===== config.mk =====
export PLATFORM = sky130hd
export DESIGN_NAME = accel_static_bias_calibration_core
export DESIGN_NICKNAME = d
export VERILOG_FILES = /design/src/sbc_pkg.sv /design/src/sbc_lane.sv /design/src/sbc_merge.sv /design/src/accel_static_bias_calibration_core.sv
export SDC_FILE = /design/constraint.sdc
export NUM_CORES = 1
export LEC_CHECK = 0
export ABC_AREA = 1
export BUFFER_PORTS_ARGS = -buffer_cell sky130_fd_sc_hd__buf_4
export CAP_MARGIN = 20
export CORE_MARGIN = 1
export CORE_UTILIZATION = 58
export DETAILED_ROUTE_END_ITERATION = 6
export HOLD_SLACK_MARGIN = 0.05
export PLACE_DENSITY_LB_ADDON = 0.3
export SLEW_MARGIN = 25
export SYNTH_ARGS = -nofsm -noshare
export SYNTH_HDL_FRONTEND = slang
export SYNTH_SLANG_ARGS = --single-unit

===== constraint.sdc =====
create_clock -name clk -period 5.9 [get_ports clk]
set_input_delay 0.885 -clock clk [delete_from_list [all_inputs] [get_ports clk]]
set_output_delay 0.885 -clock clk [all_outputs]
set_load 0.02 [all_outputs]

===== src/sbc_pkg.sv =====
// Shared types and constants for the static bias calibration core.
package sbc_pkg;

  localparam int AXES            = 3;
  localparam int SAMPLE_W        = 16;
  localparam int MAG_W           = 17;
  localparam int ADJ_W           = MAG_W + 1;
  localparam int G_W             = 15;
  localparam int DEF_MAX_SAMPLES = 1024;
  localparam logic [G_W-1:0] ONE_G_RESET = 15'd4096;

  typedef enum logic [1:0] {
    ST_ACCUM,
    ST_DIV,
    ST_DONE
  } state_t;

  // Per-lane control, shared by all three lanes
  typedef struct packed {
    logic acc_en;
    logic start;
    logic step;
  } lane_ctl_t;

endpackage


===== src/sbc_lane.sv =====
// One axis lane: sample accumulator and restoring divider for the mean.
module sbc_lane
  import sbc_pkg::*;
#(
  parameter int SUM_W = 27,
  parameter int CNT_W = 11
) (
  input  logic                       clk,
  input  logic                       rst,
  input  lane_ctl_t                  ctl,
  input  logic signed [SAMPLE_W-1:0] sample,
  input  logic        [CNT_W-1:0]    divisor,
  output logic        [MAG_W-1:0]    quo_mag,
  output logic                       quo_neg
);

  logic signed [SUM_W-1:0] acc;
  logic signed [SUM_W-1:0] acc_sum;
  logic        [SUM_W-1:0] dividend;
  logic        [CNT_W-1:0] rem;
  logic        [SUM_W-1:0] quo;
  logic        [CNT_W:0]   trial;
  logic                    fits;

  assign acc_sum  = acc + (ctl.acc_en ? SUM_W'(sample) : '0);
  assign dividend = acc_sum[SUM_W-1] ? SUM_W'(-acc_sum) : SUM_W'(acc_sum);
  assign trial    = {rem, quo[SUM_W-1]};
  assign fits     = trial >= {1'b0, divisor};

  always_ff @(posedge clk) begin
    if (rst) begin
      acc <= '0;
    end else if (ctl.start) begin
      acc <= '0;
    end else if (ctl.acc_en) begin
      acc <= acc_sum;
    end
  end

  // Load magnitude on start, then one quotient bit per step
  always_ff @(posedge clk) begin
    if (ctl.start) begin
      rem     <= '0;
      quo     <= dividend;
      quo_neg <= acc_sum[SUM_W-1];
    end else if (ctl.step) begin
      rem <= fits ? CNT_W'(trial - {1'b0, divisor}) : trial[CNT_W-1:0];
      quo <= {quo[SUM_W-2:0], fits};
    end
  end

  // Mean magnitude never exceeds one sample's range
  assign quo_mag = quo[MAG_W-1:0];

endmodule


===== src/sbc_merge.sv =====
// Merge stage: dominant axis, gravity removal, saturation and output register.
module sbc_merge
  import sbc_pkg::*;
(
  input  logic                       clk,
  input  logic                       rst,
  input  logic [AXES-1:0][MAG_W-1:0] mag,
  input  logic [AXES-1:0]            neg,
  input  logic                       empty,
  input  logic [G_W-1:0]             one_g,
  input  logic                       load,
  output logic                       m_tvalid,
  input  logic                       m_tready,
  output logic [AXES*SAMPLE_W-1:0]   m_tdata,
  output logic                       m_tuser
);

  logic [AXES-1:0]                          dom;
  logic signed [AXES-1:0][ADJ_W-1:0]        adj;
  logic        [AXES-1:0][SAMPLE_W-1:0]     sat;

  assign dom[0] = (mag[0] > mag[1]) && (mag[0] > mag[2]);
  assign dom[1] = (mag[1] > mag[0]) && (mag[1] > mag[2]);
  assign dom[2] = (mag[2] > mag[0]) && (mag[2] > mag[1]);

  always_comb begin
    logic signed [ADJ_W-1:0] mean;
    logic signed [ADJ_W-1:0] g;
    for (int i = 0; i < AXES; i++) begin
      mean = $signed({1'b0, mag[i]});
      if (neg[i]) mean = -mean;
      g = $signed(ADJ_W'(one_g));
      if (!dom[i])      adj[i] = mean;
      else if (neg[i])  adj[i] = mean + g;
      else              adj[i] = mean - g;
      if (empty)
        sat[i] = '0;
      else if ($signed(adj[i]) > $signed(ADJ_W'(32767)))
        sat[i] = 16'h7fff;
      else if ($signed(adj[i]) < -$signed(ADJ_W'(32768)))
        sat[i] = 16'h8000;
      else
        sat[i] = adj[i][SAMPLE_W-1:0];
    end
  end

  always_ff @(posedge clk) begin
    if (rst) begin
      m_tvalid <= 1'b0;
    end else if (load) begin
      m_tvalid <= 1'b1;
    end else if (m_tready) begin
      m_tvalid <= 1'b0;
    end
  end

  always_ff @(posedge clk) begin
    if (load) begin
      m_tdata <= sat;
      m_tuser <= empty;
    end
  end

endmodule


===== src/accel_static_bias_calibration_core.sv =====
// Top level of the static accelerometer bias calibration core.
//
//  channel  dir  handshake           payload (low bit up)
//  s_*      in   s_tvalid/s_tready   tdata: sample_x, sample_y, sample_z; tuser: sample_good;
//                                    tlast: run_end
//  m_*      out  m_tvalid/m_tready   tdata: offset_x, offset_y, offset_z; tuser: no_samples
//  cfg_*    in   cfg_wen             wdata: one_g_counts
//
//  Samples are taken one per cycle while a run accumulates in the three lanes.
//  The transaction with tlast starts the lane dividers, one quotient bit per step
//  with s_tready low, and then the output register is loaded once it is free.
//  A result waiting on m_tready keeps s_tready low only once the following run
//  has finished dividing too.
//  Reset is synchronous and clears the sums, counters and one_g_counts to 4096.
module accel_static_bias_calibration_core
  import sbc_pkg::*;
#(
  parameter int MAX_SAMPLES = DEF_MAX_SAMPLES
) (
  input  logic                     clk,
  input  logic                     rst,
  input  logic                     s_tvalid,
  output logic                     s_tready,
  input  logic [AXES*SAMPLE_W-1:0] s_tdata,   // sample_x, sample_y, sample_z
  input  logic                     s_tuser,   // sample_good
  input  logic                     s_tlast,
  output logic                     m_tvalid,
  input  logic                     m_tready,
  output logic [AXES*SAMPLE_W-1:0] m_tdata,   // offset_x, offset_y, offset_z
  output logic                     m_tuser,   // no_samples
  input  logic                     cfg_wen,
  input  logic [G_W-1:0]           cfg_wdata
);

  localparam int CNT_W  = $clog2(MAX_SAMPLES + 1);
  localparam int SUM_W  = SAMPLE_W + CNT_W;
  localparam int STEP_W = $clog2(SUM_W);

  state_t                      state, state_next;
  lane_ctl_t                   ctl;
  logic [G_W-1:0]              one_g;
  logic [CNT_W-1:0]            items_seen;
  logic [CNT_W-1:0]            good_count;
  logic [CNT_W-1:0]            good_final;
  logic [CNT_W-1:0]            div_cnt;
  logic [STEP_W-1:0]           step;
  logic                        empty;
  logic                        s_accept;
  logic                        counted;
  logic                        load;
  logic [AXES-1:0][MAG_W-1:0]  mag;
  logic [AXES-1:0]             neg;

  assign s_accept   = s_tvalid && s_tready;
  assign counted    = (items_seen < CNT_W'(MAX_SAMPLES)) && s_tuser;
  assign good_final = good_count + CNT_W'(counted);

  always_ff @(posedge clk) begin
    if (rst) begin
      one_g <= ONE_G_RESET;
    end else if (cfg_wen) begin
      one_g <= cfg_wdata;
    end
  end

  always_ff @(posedge clk) begin
    if (rst) begin
      state <= ST_ACCUM;
    end else begin
      state <= state_next;
    end
  end

  always_comb begin
    state_next = state;
    s_tready   = 1'b0;
    load       = 1'b0;
    ctl        = '0;
    unique case (state)
      ST_ACCUM: begin
        s_tready   = 1'b1;
        ctl.acc_en = s_tvalid && counted;
        ctl.start  = s_tvalid && s_tlast;
        if (s_tvalid && s_tlast) state_next = ST_DIV;
      end
      ST_DIV: begin
        ctl.step = 1'b1;
        if (step == '0) state_next = ST_DONE;
      end
      ST_DONE: begin
        // hold until the output register is free
        if (!m_tvalid || m_tready) begin
          load       = 1'b1;
          state_next = ST_ACCUM;
        end
      end
      default: state_next = ST_ACCUM;
    endcase
  end

  always_ff @(posedge clk) begin
    if (rst) begin
      items_seen <= '0;
      good_count <= '0;
    end else if (ctl.start) begin
      items_seen <= '0;
      good_count <= '0;
    end else if (s_accept && items_seen < CNT_W'(MAX_SAMPLES)) begin
      items_seen <= items_seen + 1'b1;
      good_count <= good_final;
    end
  end

  always_ff @(posedge clk) begin
    if (ctl.start) begin
      div_cnt <= good_final;
      empty   <= (good_final == '0);
      step    <= STEP_W'(SUM_W - 1);
    end else if (ctl.step) begin
      step <= step - 1'b1;
    end
  end

  for (genvar a = 0; a < AXES; a++) begin : g_lane
    sbc_lane #(
      .SUM_W (SUM_W),
      .CNT_W (CNT_W)
    ) u_lane (
      .clk     (clk),
      .rst     (rst),
      .ctl     (ctl),
      .sample  ($signed(s_tdata[a*SAMPLE_W +: SAMPLE_W])),
      .divisor (div_cnt),
      .quo_mag (mag[a]),
      .quo_neg (neg[a])
    );
  end

  sbc_merge u_merge (
    .clk      (clk),
    .rst      (rst),
    .mag      (mag),
    .neg      (neg),
    .empty    (empty),
    .one_g    (one_g),
    .load     (load),
    .m_tvalid (m_tvalid),
    .m_tready (m_tready),
    .m_tdata  (m_tdata),
    .m_tuser  (m_tuser)
  );

  a_run_end_divides: assert property (@(posedge clk) disable iff (rst)
    s_accept && s_tlast |=> state == ST_DIV)
    else $error("run end did not start the dividers");

  a_div_length: assert property (@(posedge clk) disable iff (rst)
    state == ST_DIV && step == '0 |=> state == ST_DONE)
    else $error("division did not finish on the last step");

  a_capacity: assert property (@(posedge clk) disable iff (rst)
    items_seen <= CNT_W'(MAX_SAMPLES) && good_count <= items_seen)
    else $error("sample counters beyond capacity");

  a_result_source: assert property (@(posedge clk) disable iff (rst)
    $rose(m_tvalid) |-> $past(state) == ST_DONE)
    else $error("result raised outside the done state");

endmodule

* Word level (Yosys, flattened, before mapping)
Cells that the tools add are included.
Widths: inputs -> output; s select.
** Operators by class
- Add/sub/neg operators :: 21
- Order comparisons :: 16
- Equality and inequality tests :: 5
- Muxes and demuxes :: 41
- Reduce and logical (&&, ||, !) cells :: 20
** Operators with widths (number)
- $mux 27 :: 12
- $mux 18 :: 9
- $gt 17x17->1 :: 6
- $add 27x27->27 :: 3
- $neg 27->27 :: 3
- $add 18x16->18 :: 3
- $gt 18x16->1 const B :: 3
- $lt 18x16->1 const B :: 3
- $neg 17->18 :: 3
- $sub 18x16->18 :: 3
- $mux 16 :: 3
- $mux 15 :: 3
- $ge 12x11->1 :: 3
- $mux 11 :: 3
- $sub 11x11->11 :: 3
- $add 11x1->11 :: 1
- $add 11x1->11 const B :: 1
- $logic_not 11->1 :: 1
- $lt 11x11->1 const B :: 1
- $logic_and 1x1->1 :: 8
- $mux 2 :: 4
- $reduce_or 2->1 :: 4
- $mux 1 :: 6
- $ne 2x2->1 const B :: 3
- other kinds (10) :: 11
** Storage, ports and cells
- Register bits :: 304
- Output and inout bits :: 51
- Logic and storage cells :: 128

* Logic depth before layout (Yosys ltp)
- Depth in word-level cells :: 9
- Gate-level depth with buffers :: 31

* Hierarchy
From an unflattened synthesis, not the netlist that was laid out.
** Unflattened totals
- Cell total of the unflattened synthesis :: 4561
- Area, all modules :: 29199.3 µm²
** By module, submodules not included
- sbc_lane at g_lane[0].u_lane ... :: instances 2, cells each 957, area an instance 5954.5 µm², sequential area each 1601.5 µm²
- sbc_merge :: instances 1, cells each 1448, area an instance 9087.5 µm², sequential area each 1491.4 µm²
- sbc_lane at g_lane[1].u_lane :: instances 1, cells each 884, area an instance 5723.0 µm², sequential area each 1601.5 µm²
- accel_static_bias_calibration_core :: instances 1, cells each 315, area an instance 2479.9 µm², sequential area each 1241.2 µm²

* Worst setup path before layout
OpenSTA, ideal clock, no wires.
- Kind :: input to register
- Start point :: input m_tready
- End point :: register u_merge.m_tdata[0], enable pin
- Arrival :: 4277 ps
- Required time :: 5384 ps
- Path slack :: 1107 ps
- Stages :: 2
- Path buffers :: 0
- Cell sequence :: nor2_1 > nor3_1
** On the way
- Cells in the longest elaborated chain, start to end :: 3
** RTL lines
- start, declared :: line accel_static_bias_calibration_core.sv:28 : input logic m_tready,
- $logic_or 1x1->1 :: line accel_static_bias_calibration_core.sv:92 : if (!m_tvalid || m_tready) begin
- $mux 1 :: line accel_static_bias_calibration_core.sv:92
- $mux 1 :: line accel_static_bias_calibration_core.sv:79 : unique case (state)
- net load :: line accel_static_bias_calibration_core.sv:50 : logic load;
- end signal, assigned :: line sbc_merge.sv:59 : m_tdata <= sat;
- end, declared :: line sbc_merge.sv:14 : output logic [AXES*SAMPLE_W-1:0] m_tdata,
The timed path passes the listed nets, and every way through them passes these cells.
A chain may end at the register's enable or synchronous reset.

* Final worst setup path
- Start point :: register one_g[1]
- End point :: register u_merge.m_tdata[3], data pin
** On the way
- Cells in the longest elaborated chain, start to end :: 6
- Elaborated cells between the ends (all ways) :: 8
- Those cells by class :: 2 x add/sub; 2 x order compare; 4 x mux
** RTL lines
- start, declared :: line accel_static_bias_calibration_core.sv:41 : logic [G_W-1:0] one_g;
- start signal, assigned :: line accel_static_bias_calibration_core.sv:62 : one_g <= cfg_wdata;
- $sub 18x16->18 / $add 18x16->18 (equally long branches) :: line sbc_merge.sv:35, sbc_merge.sv:34
- $mux 18 (*) :: line sbc_merge.sv:34 : else if (neg[i]) adj[i] = mean + g;
- $mux 18 (*) :: line sbc_merge.sv:33 : if (!dom[i]) adj[i] = mean;
- $lt 18x16->1 :: line sbc_merge.sv:40 : else if ($signed(adj[i]) < -$signed(ADJ_W'(32768)))
- $mux 16 :: line sbc_merge.sv:40
- $mux 15 (*) :: line sbc_merge.sv:38 : else if ($signed(adj[i]) > $signed(ADJ_W'(32767)))
Every way passes the cells marked *; elsewhere a longest branch is shown, timed or not.

==> impl_metrics.ini <==
[yosys]
synthCells = 4107
avgSynthCellArea_sq_um = 6.63
synth.distinct_cells = 63
syn_nets = 4410
synth-edff-count = 145
synth_ff_type = dfxtp_1
yosysSeqAreaShare = 0.277
async_reset_ff_frac = 0
netlist_area_sq_um = 27200
yosys_warnings = 0
synth_seq_cells = 304

[timing]
worst_pin_slew_ns = 1.00
finalCriticalPeriod_ns = 4.60
finalClockSkew_ns = 0.0240
holdWs_ns = 0.464
slew-limit-headroom = 0.331
setup_tns_ns = 0
rsz0062_at_grt = false
maxSlewViolCount = 0
fin_crit_sh = 0.780
setup_violations = 0
hold_viol_final = 0
fmax_mhz = 217

[cts]
cts.htree.levels = 2
cts_made_buffers = 36
clkLatencyLatePin_ns = 0.57
clock-sinks = 304
cts-root-buf = clkbuf_16
clk_pin_slew_ns = 0.06
post-cts-setup-buffer-count = 0
cts_tree = yes
postCtsHoldBufs = 0
post_cts_resize_count = 0
cts_buffer_depth = 3

[drt]
vias_per_cell = 5.54
drt_iter0_drc = 2241
wl_per_cell_um = 15.4
wirelength_mm = 74.0
drc = 0
antenna_left = 0
drtPass1Iterations = 5
detailroute.via_count = 26600

[finish]
final_layout_size_suffix_gt1_frac = 0.0692
fillers = 4377
nets = 4481
stdcell_count = 4811
area_growth_pct = 9.29
diodes = 0

[placed_design]
portBuffers = 120
place_hpwl_mm = 57.3
gp_congestion = 0.968
dp_cells = 4747

[worst_setup_path]
r2r-start = one_g[1]$_SDFFE_PP0P_
rrSetupSlack_ns = 1.30
crit_required_ns = 6.19
cp.arrival_ns = 4.89
start_kind = flip-flop
critical_path.max_fanout = 15
reg2reg_depth = 25
worstSetupEndpointType = flip-flop
reg2reg_to = u_merge.m_tdata[3]$_SDFFCE_PP0P_
crit_type = flip-flop to flip-flop

[hold_path]
hp-start = g_lane[1].u_lane.rem[10]$_SDFFE_PP0P_
min_path_cells = 2
whs_endpoint = g_lane[1].u_lane.rem[10]$_SDFFE_PP0P_
hold_path_class = flip-flop to flip-flop

[grt]
grt_use_total = 0.311
antenna_found_initial = 0
gr-total-overflow = 0
grt_max_degree = 128
grt_pass1_wl_mm = 121
grt_pass1_vias = 24100

[job]
max_cap_violations = 0

[floorplan]
fp.dieW_um = 219
die_h_um = 219
initial_core_util = 0.586
core_sq_um = 46500
ioPinCount = 121
fp.dieArea_sq_um = 47800
core.rowCount = 79

[power]
total_power_mw = 8.47
p_comb_frac = 0.415
intPower_mw = 5.05
power_frac_seq = 0.321
ir_worst_vdd_v = 0.000237
leakagePower_nw = 15.0
swShare = 0.404
powerDensity_nw_per_um2 = 285
clockPowerShare = 0.264
p_switching_mw = 3.42

[run_status]
status = finished, final reports clean
-- cells by family (layout without fill, tap and decap cells) --
kind of cell / Yosys count / count (layout) / synth area share
and+or+nand+nor: 1899 / 1899 / 0.293
xor gates and xnor gates: 184 / 184 / 0.0617
buffers and inverters: 702 / 799 / 0.0998
adders and majority gates: 233 / 233 / 0.110
AOI/OAI and AO/OA: 785 / 785 / 0.160
DFF: 304 / 304 / 0.277
-- metal layers --
layer	share of wire	wire length, um	track usage
met3	0.075	5560	0.0376
met2	0.43	32000	0.487
met1	0.46	34300	0.441
met5	0	0	0
met4	0.029	2120	0.102
-- final cells by class --
class                           count  area, sq um  area share
Clock buffer                       48          991      0.0333
Timing Repair Buffer              139         1060      0.0356
Tap cell                          607          759      0.0255
Clock inverter                     16          164     0.00551
Inverter                          596         2250      0.0755
Sequential cell                   304         7540       0.253
Multi-Input combinational cell   3101        17000       0.571
-- synthesized netlist by cell type (51+ instances only) --
cell type	count	share of area
edfxtp_1	145	0.16
xor2_1	138	0.044
a21oi_1	284	0.052
nand3_1	214	0.039
inv_1	576	0.079
clkbuf_1	75	0.010
nor2_1	348	0.048
dfxtp_1	159	0.12
nor3_1	51	0.0094
o21ai_0	296	0.054
nand4_1	51	0.012
o211ai_1	78	0.022
ha_1	224	0.10
nand2_1	1136	0.16
-- power groups by stage --
| stage | logic, mW | clock network, mW | registers, mW |
|---|---|---|---|
| 6_report | 3.51 | 2.24 | 2.72 |
| 5_1_grt | 4.00 | 2.34 | 2.74 |
| 4_1_cts | 3.47 | 2.28 | 2.71 |
| 3_5_place_dp | 3.45 | 0 | 2.75 |
| 3_3_place_gp | 3.40 | 0 | 2.75 |
| 2_1_floorplan | 2.73 | 0 | 2.67 |
-- layout by cell type, fill, tap and decap left out, types with 12 or more instances in the layout --
cell type	count
nor4_1	15
a21oi_1	284
buf_4	137
o21ai_1	41
nand4_1	51
a31oi_1	12
o211ai_1	78
nor2_2	12
edfxtp_1	145
nor2_1	346
nand3b_1	20
clkbuf_16	37
inv_1	575
xnor2_1	40
o21bai_1	16
nand2_2	16
nand2_1	1136
nor3_1	50
ha_1	224
o21ai_0	296
xor2_1	138
a21o_1	15
dfxtp_1	159
inv_2	15
nand3_1	213
-- flip-flops by register name (all words and copies together), names as in the netlist --
name and flops:
state 2, empty 1, u_merge.m_tdata 48, step 5
g_lane.u_lane.quo_neg 3, good_count 11, g_lane.u_lane.rem 33, g_lane.u_lane.quo 81
u_merge.m_tuser 1, g_lane.u_lane.acc 81, u_merge.m_tvalid 1, div_cnt 11
items_seen 11, one_g 15
-- per-stage QoR --
stage,cell area (sq um),worst slack (ns),util
CTS,29800,1.34,0.640
finish,29800,1.30,0.641
global route,29800,0.800,0.641
floorplan,27200,1.11,-
detailed placement,28600,0.946,0.616
global placement,28600,1.02,0.616
-- worst max-delay path by stage --
stage	from	endpoint	slack [ns]
3_3_place_gp	s_tvalid	g_lane[2].u_lane.quo[16]$_DFFE_PP_	1.02
2_1_floorplan	m_tready	u_merge.m_tdata[0]$_SDFFCE_PP0P_	1.11
3_5_place_dp	s_tvalid	g_lane[2].u_lane.quo[16]$_DFFE_PP_	0.95
4_1_cts	one_g[0]$_SDFFE_PP0P_	u_merge.m_tdata[3]$_SDFFCE_PP0P_	1.34
5_1_grt	one_g[0]$_SDFFE_PP0P_	u_merge.m_tdata[46]$_SDFFCE_PP0P_	0.80
6_report	one_g[1]$_SDFFE_PP0P_	u_merge.m_tdata[3]$_SDFFCE_PP0P_	1.30
-- critical path, stage by stage, from the launching register on --
cell	delay (ns)
dfxtp_1	0.32
inv_1	0.19
ha_1	0.24
nand2_1	0.06
nor2_1	0.08
inv_1	0.06
nor2_1	0.12
nand2_1	0.08
nor2_1	0.15
nand3_1	0.13
inv_1	0.07
nand3_1	0.12
nor3_1	0.33
nor2_1	0.17
nand2_1	0.09
o21ai_0	0.17
ha_1	0.44
nand2_1	0.15
nor4_1	0.31
nand2_1	0.10
nand2_1	0.09
xor2_1	0.07
nand2_1	0.08
nand2_2	0.07
o21ai_2	0.46
a21oi_1	0.15
Power figures use the tool's default switching activity.
